**src/sv/mono_framebuffer_draw_engine_macros.svh**
```systemverilog
// Assertion macros for the draw engine; they expect clk and arst_n in scope.
`ifndef MONO_FRAMEBUFFER_DRAW_ENGINE_MACROS_SVH
`define MONO_FRAMEBUFFER_DRAW_ENGINE_MACROS_SVH

`define MFB_ASSERT_SAME(lbl, ante, cons, msg) \
	lbl: assert property (@(posedge clk) disable iff (!arst_n) (ante) |-> (cons)) \
		else $error(msg);

`define MFB_ASSERT_NEXT(lbl, ante, cons, msg) \
	lbl: assert property (@(posedge clk) disable iff (!arst_n) (ante) |=> (cons)) \
		else $error(msg);

`endif

```
**src/sv/mfb_pkg.sv**
```systemverilog
package mfb_pkg;

	localparam int SCREEN_COLS = 128;
	localparam int SCREEN_ROWS = 64;
	localparam int COL_W = $clog2(SCREEN_COLS);
	localparam int ROW_W = $clog2(SCREEN_ROWS);
	localparam int CW = 12;

	typedef logic signed [CW-1:0] coord_t;
	typedef logic [SCREEN_ROWS-1:0] colword_t;

	localparam coord_t COLS_C = coord_t'(SCREEN_COLS);
	localparam coord_t ROWS_C = coord_t'(SCREEN_ROWS);
	localparam coord_t ZERO_C = coord_t'(0);
	localparam coord_t ONE_C = coord_t'(1);
	localparam coord_t TWO_C = coord_t'(2);

	typedef enum logic [2:0] {
		OP_CLEAR = 3'd0,
		OP_HSPAN = 3'd1,
		OP_VSPAN = 3'd2,
		OP_LINE  = 3'd3,
		OP_RECT  = 3'd4,
		OP_FILL  = 3'd5,
		OP_READ  = 3'd6
	} opcode_t;

	localparam logic [1:0] REG_XOR_MODE = 2'd0;
	localparam logic [1:0] REG_ROTATE   = 2'd1;

	typedef enum logic {
		SEG_REGION = 1'b0,
		SEG_LINE   = 1'b1
	} seg_kind_t;

	// region: columns [a,b), rows [c,d); line: start (a,b), delta (c,d)
	typedef struct packed {
		seg_kind_t kind;
		coord_t a;
		coord_t b;
		coord_t c;
		coord_t d;
	} seg_t;

	typedef struct packed {
		logic active;
		logic hit;
		logic last;
		logic [COL_W-1:0] col;
		colword_t mask;
	} wop_t;

	function automatic seg_t region_seg(coord_t c0, coord_t c1, coord_t r0, coord_t r1);
		seg_t s;
		s.kind = SEG_REGION;
		s.a = c0;
		s.b = c1;
		s.c = r0;
		s.d = r1;
		return s;
	endfunction

	function automatic seg_t hspan_seg(coord_t x, coord_t y, coord_t w);
		if (w < ZERO_C)
			return region_seg(x + w, x, y, y + ONE_C);
		return region_seg(x, x + w, y, y + ONE_C);
	endfunction

	function automatic seg_t vspan_seg(coord_t x, coord_t y, coord_t h);
		if (h < ZERO_C)
			return region_seg(x, x + ONE_C, y + h + ONE_C, y + ONE_C);
		return region_seg(x, x + ONE_C, y, y + h);
	endfunction

	function automatic seg_t line_seg(coord_t x, coord_t y, coord_t x2, coord_t y2);
		coord_t dx;
		coord_t dy;
		seg_t s;
		dx = x2 - x;
		dy = y2 - y;
		if (dx == ZERO_C)
			return vspan_seg(x, y, dy);
		if (dy == ZERO_C)
			return hspan_seg(x, y, dx);
		s.kind = SEG_LINE;
		s.a = x;
		s.b = y;
		s.c = dx;
		s.d = dy;
		return s;
	endfunction

	function automatic logic [2:0] seg_count(opcode_t op);
		if (op == OP_RECT)
			return 3'd4;
		return 3'd1;
	endfunction

	function automatic seg_t cmd_seg(opcode_t op, logic rot, coord_t xp, coord_t yp,
		coord_t xa, coord_t ya, logic [1:0] k);
		coord_t t;
		seg_t s;
		t = ROWS_C - ONE_C - xp;
		s = region_seg(ZERO_C, ZERO_C, ZERO_C, ZERO_C);
		case (op)
			OP_HSPAN: s = hspan_seg(xp, yp, xa);
			OP_VSPAN: s = vspan_seg(xp, yp, ya);
			OP_LINE: begin
				if (rot)
					s = line_seg(yp, ROWS_C - xp, ya, ROWS_C - xa);
				else
					s = line_seg(xp, yp, xa, ya);
			end
			OP_RECT: begin
				if (rot) begin
					case (k)
						2'd0: s = hspan_seg(yp, t, ya);
						2'd1: s = hspan_seg(yp, t - xa + ONE_C, ya);
						2'd2: s = vspan_seg(yp, t - xa + TWO_C, xa - TWO_C);
						default: s = vspan_seg(yp + ya - ONE_C, t - xa + TWO_C, xa - TWO_C);
					endcase
				end else begin
					case (k)
						2'd0: s = hspan_seg(xp, yp, xa);
						2'd1: s = vspan_seg(xp, yp + ONE_C, ya - ONE_C);
						2'd2: s = hspan_seg(xp + ONE_C, yp + ya - ONE_C, xa - ONE_C);
						default: s = vspan_seg(xp + xa - ONE_C, yp + ONE_C, ya - TWO_C);
					endcase
				end
			end
			OP_FILL: begin
				if (rot)
					s = region_seg(yp, yp + ya, ROWS_C - xp - xa, ROWS_C - xp);
				else
					s = region_seg(xp, xp + xa, yp, yp + ya);
			end
			default: s = region_seg(ZERO_C, ZERO_C, ZERO_C, ZERO_C);
		endcase
		return s;
	endfunction

endpackage

```
**src/sv/mfb_walker.sv**
```systemverilog
module mfb_walker import mfb_pkg::*; (
	input  logic clk,
	input  logic arst_n,
	input  logic start,
	input  seg_t seg,
	input  logic take,
	output wop_t op
);

	logic      active_q;
	seg_kind_t kind_q;
	coord_t    cur_q;
	coord_t    hi_q;
	colword_t  mask_q;
	coord_t    x0_q;
	coord_t    y0_q;
	coord_t    i_q;
	coord_t    q_q;
	coord_t    rem_q;
	coord_t    dmaj_q;
	coord_t    dmin_q;
	logic      xmaj_q;
	logic      sx_q;
	logic      sy_q;

	coord_t   lo_c;
	coord_t   hi_c;
	colword_t rmask;
	coord_t   ax;
	coord_t   ay;
	coord_t   dxo;
	coord_t   dyo;
	coord_t   lcol;
	coord_t   lrow;
	coord_t   sum;

	always_comb begin
		lo_c = (seg.a < ZERO_C) ? ZERO_C : seg.a;
		hi_c = (seg.b > COLS_C) ? COLS_C : seg.b;
		for (int r = 0; r < SCREEN_ROWS; r++)
			rmask[r] = (coord_t'(r) >= seg.c) && (coord_t'(r) < seg.d);
		ax = (seg.c < ZERO_C) ? -seg.c : seg.c;
		ay = (seg.d < ZERO_C) ? -seg.d : seg.d;
	end

	always_comb begin
		if (xmaj_q) begin
			dxo = sx_q ? -i_q : i_q;
			dyo = sy_q ? -q_q : q_q;
		end else begin
			dxo = sx_q ? -q_q : q_q;
			dyo = sy_q ? -i_q : i_q;
		end
		lcol = x0_q + dxo;
		lrow = y0_q + dyo;
		sum = rem_q + dmin_q;
		op.active = active_q;
		if (kind_q == SEG_REGION) begin
			op.hit = 1'b1;
			op.last = (cur_q == hi_q - ONE_C);
			op.col = cur_q[COL_W-1:0];
			op.mask = mask_q;
		end else begin
			op.hit = (lcol >= ZERO_C) && (lcol < COLS_C) && (lrow >= ZERO_C) && (lrow < ROWS_C);
			op.last = (i_q == dmaj_q - ONE_C);
			op.col = lcol[COL_W-1:0];
			op.mask = colword_t'(1) << lrow[ROW_W-1:0];
		end
	end

	always_ff @(posedge clk or negedge arst_n) begin
		if (!arst_n) begin
			active_q <= 1'b0;
		end else if (start) begin
			if (seg.kind == SEG_REGION)
				active_q <= (lo_c < hi_c) && (|rmask);
			else
				active_q <= 1'b1;
		end else if (take && active_q && op.last) begin
			active_q <= 1'b0;
		end
	end

	always_ff @(posedge clk) begin
		if (start) begin
			kind_q <= seg.kind;
			cur_q <= lo_c;
			hi_q <= hi_c;
			mask_q <= rmask;
			x0_q <= seg.a;
			y0_q <= seg.b;
			xmaj_q <= ax > ay;
			dmaj_q <= (ax > ay) ? ax : ay;
			dmin_q <= (ax > ay) ? ay : ax;
			sx_q <= seg.c < ZERO_C;
			sy_q <= seg.d < ZERO_C;
			i_q <= ZERO_C;
			q_q <= ZERO_C;
			rem_q <= ZERO_C;
		end else if (take && active_q) begin
			cur_q <= cur_q + ONE_C;
			i_q <= i_q + ONE_C;
			if (sum >= dmaj_q) begin
				rem_q <= sum - dmaj_q;
				q_q <= q_q + ONE_C;
			end else begin
				rem_q <= sum;
			end
		end
	end

endmodule

```
**config.mk**
```make
export PLATFORM = sky130hd
export DESIGN_NAME = mfb_walker
export DESIGN_NICKNAME = d
export VERILOG_FILES = /design/src/sv/mono_framebuffer_draw_engine_macros.svh /design/src/sv/mfb_pkg.sv /design/src/sv/mfb_walker.sv
export SDC_FILE = /design/constraint.sdc
export NUM_CORES = 1
export LEC_CHECK = 0
export ABC_AREA = 1
export BUFFER_PORTS_ARGS = -buffer_cell sky130_fd_sc_hd__buf_2
export CORE_UTILIZATION = 56
export DETAILED_ROUTE_END_ITERATION = 8
export PLACE_DENSITY_LB_ADDON = 0.25
export SKIP_LAST_GASP = 1
export SYNTH_ARGS = -nofsm -noshare
export SYNTH_HDL_FRONTEND = slang
export SYNTH_SLANG_ARGS = --single-unit
```
**constraint.sdc**
```tcl
create_clock -name clk -period 2.9 [get_ports clk]
set_input_delay 0.145 -clock clk [delete_from_list [all_inputs] [get_ports clk]]
set_output_delay 0.145 -clock clk [all_outputs]
set_load 0.01 [all_outputs]
```
Yosys cells after proc, flatten, opt, wreduce, memory -nomap -nowiden

Index checks and enable logic that the tools add are counted.

Register bits after elaboration: 177
Input port bits: 53

Add/sub/neg operators: 13
Magnitude comparators: 139
Equality and inequality tests: 2
Shifts and indexed selects: 1
Multiplexer cells: 19
Reductions and logical operators: 74

Operator list:

| cell                                                                           | number |
|---|---|
| 7-bit by 12-bit >= comparator with 1-bit output (first input constant)         | 32 |
| 7-bit by 12-bit less-than comparator with 1-bit output (first input constant)  | 32 |
| 6-bit by 12-bit >= comparator with 1-bit output (first input constant)         | 16 |
| 6-bit by 12-bit less-than comparator with 1-bit output (first input constant)  | 16 |
| 12-bit two-way mux                                                             | 15 |
| 5-bit by 12-bit >= comparator with 1-bit output (first input constant)         | 8 |
| 5-bit by 12-bit less-than comparator with 1-bit output (first input constant)  | 8 |
| 73-bit two-way mux                                                             | 1 |
| 1-bit logical AND                                                              | 70 |
| 64-bit OR reduction                                                            | 1 |
| 1-bit by 6-bit << shifter with 64-bit output (first input constant)            | 1 |
| 4-bit by 12-bit >= comparator with 1-bit output (first input constant)         | 4 |
| 4-bit by 12-bit less-than comparator with 1-bit output (first input constant)  | 4 |
| 12-bit negation                                                                | 4 |
| 12-bit adder                                                                   | 3 |
| 12-bit by 2-bit adder with 12-bit output (second input constant)               | 3 |
| 12-bit by 1-bit less-than comparator with 1-bit output (second input constant) | 3 |
| 12-bit == test                                                                 | 2 |
| 12-bit by 1-bit >= comparator with 1-bit output (second input constant)        | 2 |
| 3-bit by 12-bit >= comparator with 1-bit output (first input constant)         | 2 |
| 3-bit by 12-bit less-than comparator with 1-bit output (first input constant)  | 2 |
| 12-bit by 2-bit subtractor with 12-bit output (second input constant)          | 2 |
| 1-bit by 12-bit >= comparator with 1-bit output (first input constant)         | 1 |
| 12-bit >= comparator                                                           | 1 |
| 12 further kinds                                                               | 15 |

Logic depth before layout (Yosys ltp)

Word-level depth: 12
Gate-level depth with buffers: 26
Gate-level depth less buffers: 25

Least setup slack after synthesis

Ideal clock, no wire load.

Path kind: register -> output
From: reg sy_q
To: out op[34] in the netlist's numbering
Data arrival time: 3.035 ns
Data required time: 2.755 ns
Path slack: -0.280 ns
Cell stages (with the launch flop): 16
Path buffers: 3
Path through: edfxtp_1 -> clkbuf_1 -> clkbuf_1 -> a21oi_1 -> or2_2 -> ha_1 -> a21o_1 -> a31oi_1 -> inv_1 -> nand2_1 -> nand2_1 -> a21oi_1 -> xor2_1 -> or2_2 -> buf_2 -> o21ai_0

RTL lines:

| item                   | line             | text |
|---|---|---|
| from (decl)            | mfb_walker.sv:24 | `logic sy_q;` |
| from (signal assigned) | mfb_walker.sv:96 | `sy_q <= seg.d < ZERO_C;` |
| to (decl)              | mfb_walker.sv:7  | `output wop_t op` |

==> flow_metrics.tcl <==
set metrics [dict create \
    drt_wl_total_um 58400 \
    area_of_the_die_mm2 0.0283 \
    power.static_leakage_nw 10.2 \
    crit_path_start_kind "flop" \
    wl_per_cell_um 19.1 \
    timing.final.crit_period_ns 3.69 \
    grt_first_pass_wirelength_um 86600 \
    synthDominantCellAreaShare 0.272 \
    area_growth_pct 37.5 \
    postLayoutCellArea_mm2 0.0213 \
    fin_crit_sh 1.27 \
    timing.max_cap.violations 0 \
    tritoncts_clock_tree "built" \
    max_freq_ghz 0.271 \
    grt.total_usage 0.393 \
    postSynthRegisterBits 177 \
    floorplan.io_pins 127 \
    synth-edff-count 140 \
    first_global_vias 16600 \
    drtPass1Iterations 6 \
    worstMarginPinSlew_ns 0.716 \
    synth_seq_area_share 0.320 \
    quantity_of_i_o_buffers_inserted_on_ports 126 \
    critical_path.slowest_cell "sky130_fd_sc_hd__or2_4" \
    finalWorstSetupSlack_ns -0.791 \
    clock_insertion_delay_worst_skew_ns 0.45 \
    mappedNetlistArea_mm2 0.0155 \
    route.vias.total 17700 \
    crit_top_cell "sky130_fd_sc_hd__inv_2" \
    crit_path_cell_trace "inv_2, ha_4, inv_2, nor2_2, inv_2, nand2_2, a21oi_1, or2_4, ha_4, a21o_1, a31oi_2, inv_2, nand2_2, nand2_2, a21oi_4, xor2_2, or2_4, buf_6, o21ai_4, buf_6" \
    unrepaired_setup_endpoints_after_global_routing "yes" \
    grt_start_max_net_pins 81 \
    initial_utilization 0.572 \
    worst_ir_drop_vdd_mv 0.859 \
    worst_ep_required_time_ns 2.76 \
    power_density_mw_per_mm2 757 \
    worstPathMaxFanout 7 \
    finalSetupViolCount 94 \
    number_of_nets_still_failing_antenna_checks_after_routing 0 \
    cts_htree_levels 4 \
    violations "setup timing" \
    synth_area_leader_cell "sky130_fd_sc_hd__edfxtp_1" \
    synth_area_leaders "sky130_fd_sc_hd__edfxtp_1 (27%), sky130_fd_sc_hd__nand2_1 (16%), sky130_fd_sc_hd__inv_1 (7.7%)" \
    rows 60 \
    yosysWarningCount 0 \
    timing.setup.critical_path_class "reg -> out" \
    cts-root-buf "sky130_fd_sc_hd__clkbuf_16" \
    finish.net_count 2835 \
    dp_slack_ns -0.488 \
    asyncSetResetFlopFracSynth 0.00565 \
    worst_path_largest_cell_delay_ns 0.35 \
    clock_sinks 177 \
    synth_cell_types 53 \
    vias_per_cell 5.80 \
    synthesis.area_per_instance_um2 6.69 \
    syn-num-nets 2449 \
    critPathArrivalTime_ns 3.55 \
    run_status "complete, but fails checks" \
    worst_clock_skew_ns 0.0178 \
    drtIter0Drc 2171 \
    remaining_drc_errors 0 \
    place.gp.congestion 1.06 \
    fp.coreArea_mm2 0.0270 \
    postPlaceCellArea_mm2 0.0185 \
    timing.critical_path.to_type "output port" \
    holdCritPathClass "in -> reg" \
    post_detail_place_hpwl_um 41300 \
    hold_viol_final 0 \
    globalRoute.totalOverflow 0 \
    critical-path-top-delay-family "simple AND/OR/NAND/NOR gates" \
    die_x_um 168 \
    final_layout_size_suffix_gt1_frac 0.286 \
    die_height_um 168 \
    cts_max_path_buffers 2 \
    yosys_most_used_dff "sky130_fd_sc_hd__edfxtp_1" \
    insertedDiodeCount 0 \
    grt_antenna_before_repair 0 \
    clkTransAtPathRegs_ns 0.07 \
    syn-instance-count 2312 \
    slew-limit-headroom 0.518 \
    finalMaxSlewViolations 0 \
    cp_num_buf_inv 6 \
    numCtsBuffers 17 \
]
per-stage QoR:
step | util | total power [mW] | std cells | TNS [ns] | hold slack [ns]
floorplan | - | 8.31 | 2312 | -0.119 | -0.151
global placement | 0.685 | 11.0 | 2941 | -26.53 | -0.0803
detailed placement | 0.685 | 11.2 | 2941 | -35.99 | -0.0791
CTS | 0.756 | 14.8 | 3034 | -52.52 | 0.0507
global route | 0.787 | 16.9 | 3052 | -73.07 | 0.0845
finish | 0.787 | 16.1 | 3052 | -61.05 | 0.0673
worst min-delay path, cell delays in order:
cell                      delay (ns)
sky130_fd_sc_hd__buf_2          0.09
sky130_fd_sc_hd__nand2_1        0.05
sky130_fd_sc_hd__nand2_1        0.05
sky130_fd_sc_hd__nand2_1        0.05
sky130_fd_sc_hd__nand2_1        0.06
sky130_fd_sc_hd__inv_1          0.03
path summary, 6_finish.rpt:
path	start	endpoint	slack, ns	cells after the start
max reg2reg	dmin_q[0]$_DFFE_PP_	rem_q[3]$_SDFFE_PP0P_	-0.59	25
min	take	active_q$_DFFE_PN0P_	0.07	6
max in group asynchronous	arst_n	active_q$_DFFE_PN0P_	2.25	3
min reg2reg	rem_q[7]$_SDFFE_PP0P_	rem_q[7]$_SDFFE_PP0P_	0.49	2
min in group asynchronous	arst_n	active_q$_DFFE_PN0P_	0.54	3
max	i_q[0]$_SDFFE_PP0P_	op[35]	-0.79	20
state kept, by name, indices dropped and copies added (netlist names):
register,count
mask_q,64
cur_q,12
dmaj_q,12
dmin_q,12
hi_q,12
i_q,12
q_q,12
rem_q,12
x0_q,12
y0_q,12
active_q,1
kind_q,1
sx_q,1
sy_q,1
xmaj_q,1
cells by family after synthesis:
kind of cell,count (synthesis),share of synthesized area
XOR/XNOR,90,0.0519
flip-flops,177,0.320
AND/OR/NAND/NOR,1147,0.314
buffers and inverters,412,0.106
AO/OA/AOI/OAI,402,0.139
adder cells (fa/ha/maj),84,0.0699
layout by cell type, fill, tap and decap left out, drive strengths merged, types with 36 or more instances in the layout:
cell type,count
dfxtp,36
o21ai,206
buf,425
nor2,220
nand3,159
inv,333
edfxtp,140
nand2,669
ha,80
xor2,74
a21oi,148
area by class of cell:
type / instances / area (um^2)
flip-flops and latches: 177 / 4960
clock inverters: 15 / 143
well taps: 341 / 427
clock buffers: 17 / 425
repair inverters: 1 / 8.76
fillers: 1932 / 5770
inverters: 326 / 1240
repair buffers: 452 / 3650
multi-input cells: 1723 / 10400
Yosys cell counts (5+ instances only):
library cell	count
sky130_fd_sc_hd__dfxtp_1	36
sky130_fd_sc_hd__nor2_1	205
sky130_fd_sc_hd__ha_1	80
sky130_fd_sc_hd__nand2_1	664
sky130_fd_sc_hd__o21ai_0	200
sky130_fd_sc_hd__nand4_1	20
sky130_fd_sc_hd__buf_2	25
sky130_fd_sc_hd__a21oi_1	148
sky130_fd_sc_hd__nor3_1	29
sky130_fd_sc_hd__nor2_4	8
sky130_fd_sc_hd__clkbuf_1	49
sky130_fd_sc_hd__nor2_2	7
sky130_fd_sc_hd__inv_1	317
sky130_fd_sc_hd__buf_4	5
sky130_fd_sc_hd__o211ai_1	9
sky130_fd_sc_hd__o21bai_1	6
sky130_fd_sc_hd__nor4_1	9
sky130_fd_sc_hd__o21ai_1	5
sky130_fd_sc_hd__xor2_1	74
sky130_fd_sc_hd__inv_2	6
sky130_fd_sc_hd__a31oi_1	10
sky130_fd_sc_hd__edfxtp_1	140
sky130_fd_sc_hd__nand3_1	156
sky130_fd_sc_hd__nand3b_1	11
sky130_fd_sc_hd__or2_2	21
sky130_fd_sc_hd__xnor2_1	15
sky130_fd_sc_hd__a21o_1	7
per-layer routing:
| layer | share of wire | vias up | GRT usage | wire length, um |
|---|---|---|---|---|
| li1 | - | 8295 | - | - |
| met5 | 0 | - | 0 | 0 |
| met2 | 0.48 | 972 | 0.666 | 27900 |
| met3 | 0.075 | 231 | 0.0616 | 4400 |
| met4 | 0.054 | 0 | 0.195 | 3160 |
| met1 | 0.39 | 8213 | 0.487 | 23000 |
power by group:
part           leakage, nW  switching (mW)  internal, mW
Combinational         8.27            5.86          4.58
Clock                0.281            1.18          1.14
Sequential            1.67           0.230          3.10
repair_timing:
action,CTS,global route
setup buffers,28,18
endpoints found under the setup margin,95,105
pin swaps,68,58
gates cloned,7,1
endpoints found under the hold margin,27,0
resized for setup,175,146
hold buffers,26,0
Power figures use the tool's default switching activity.
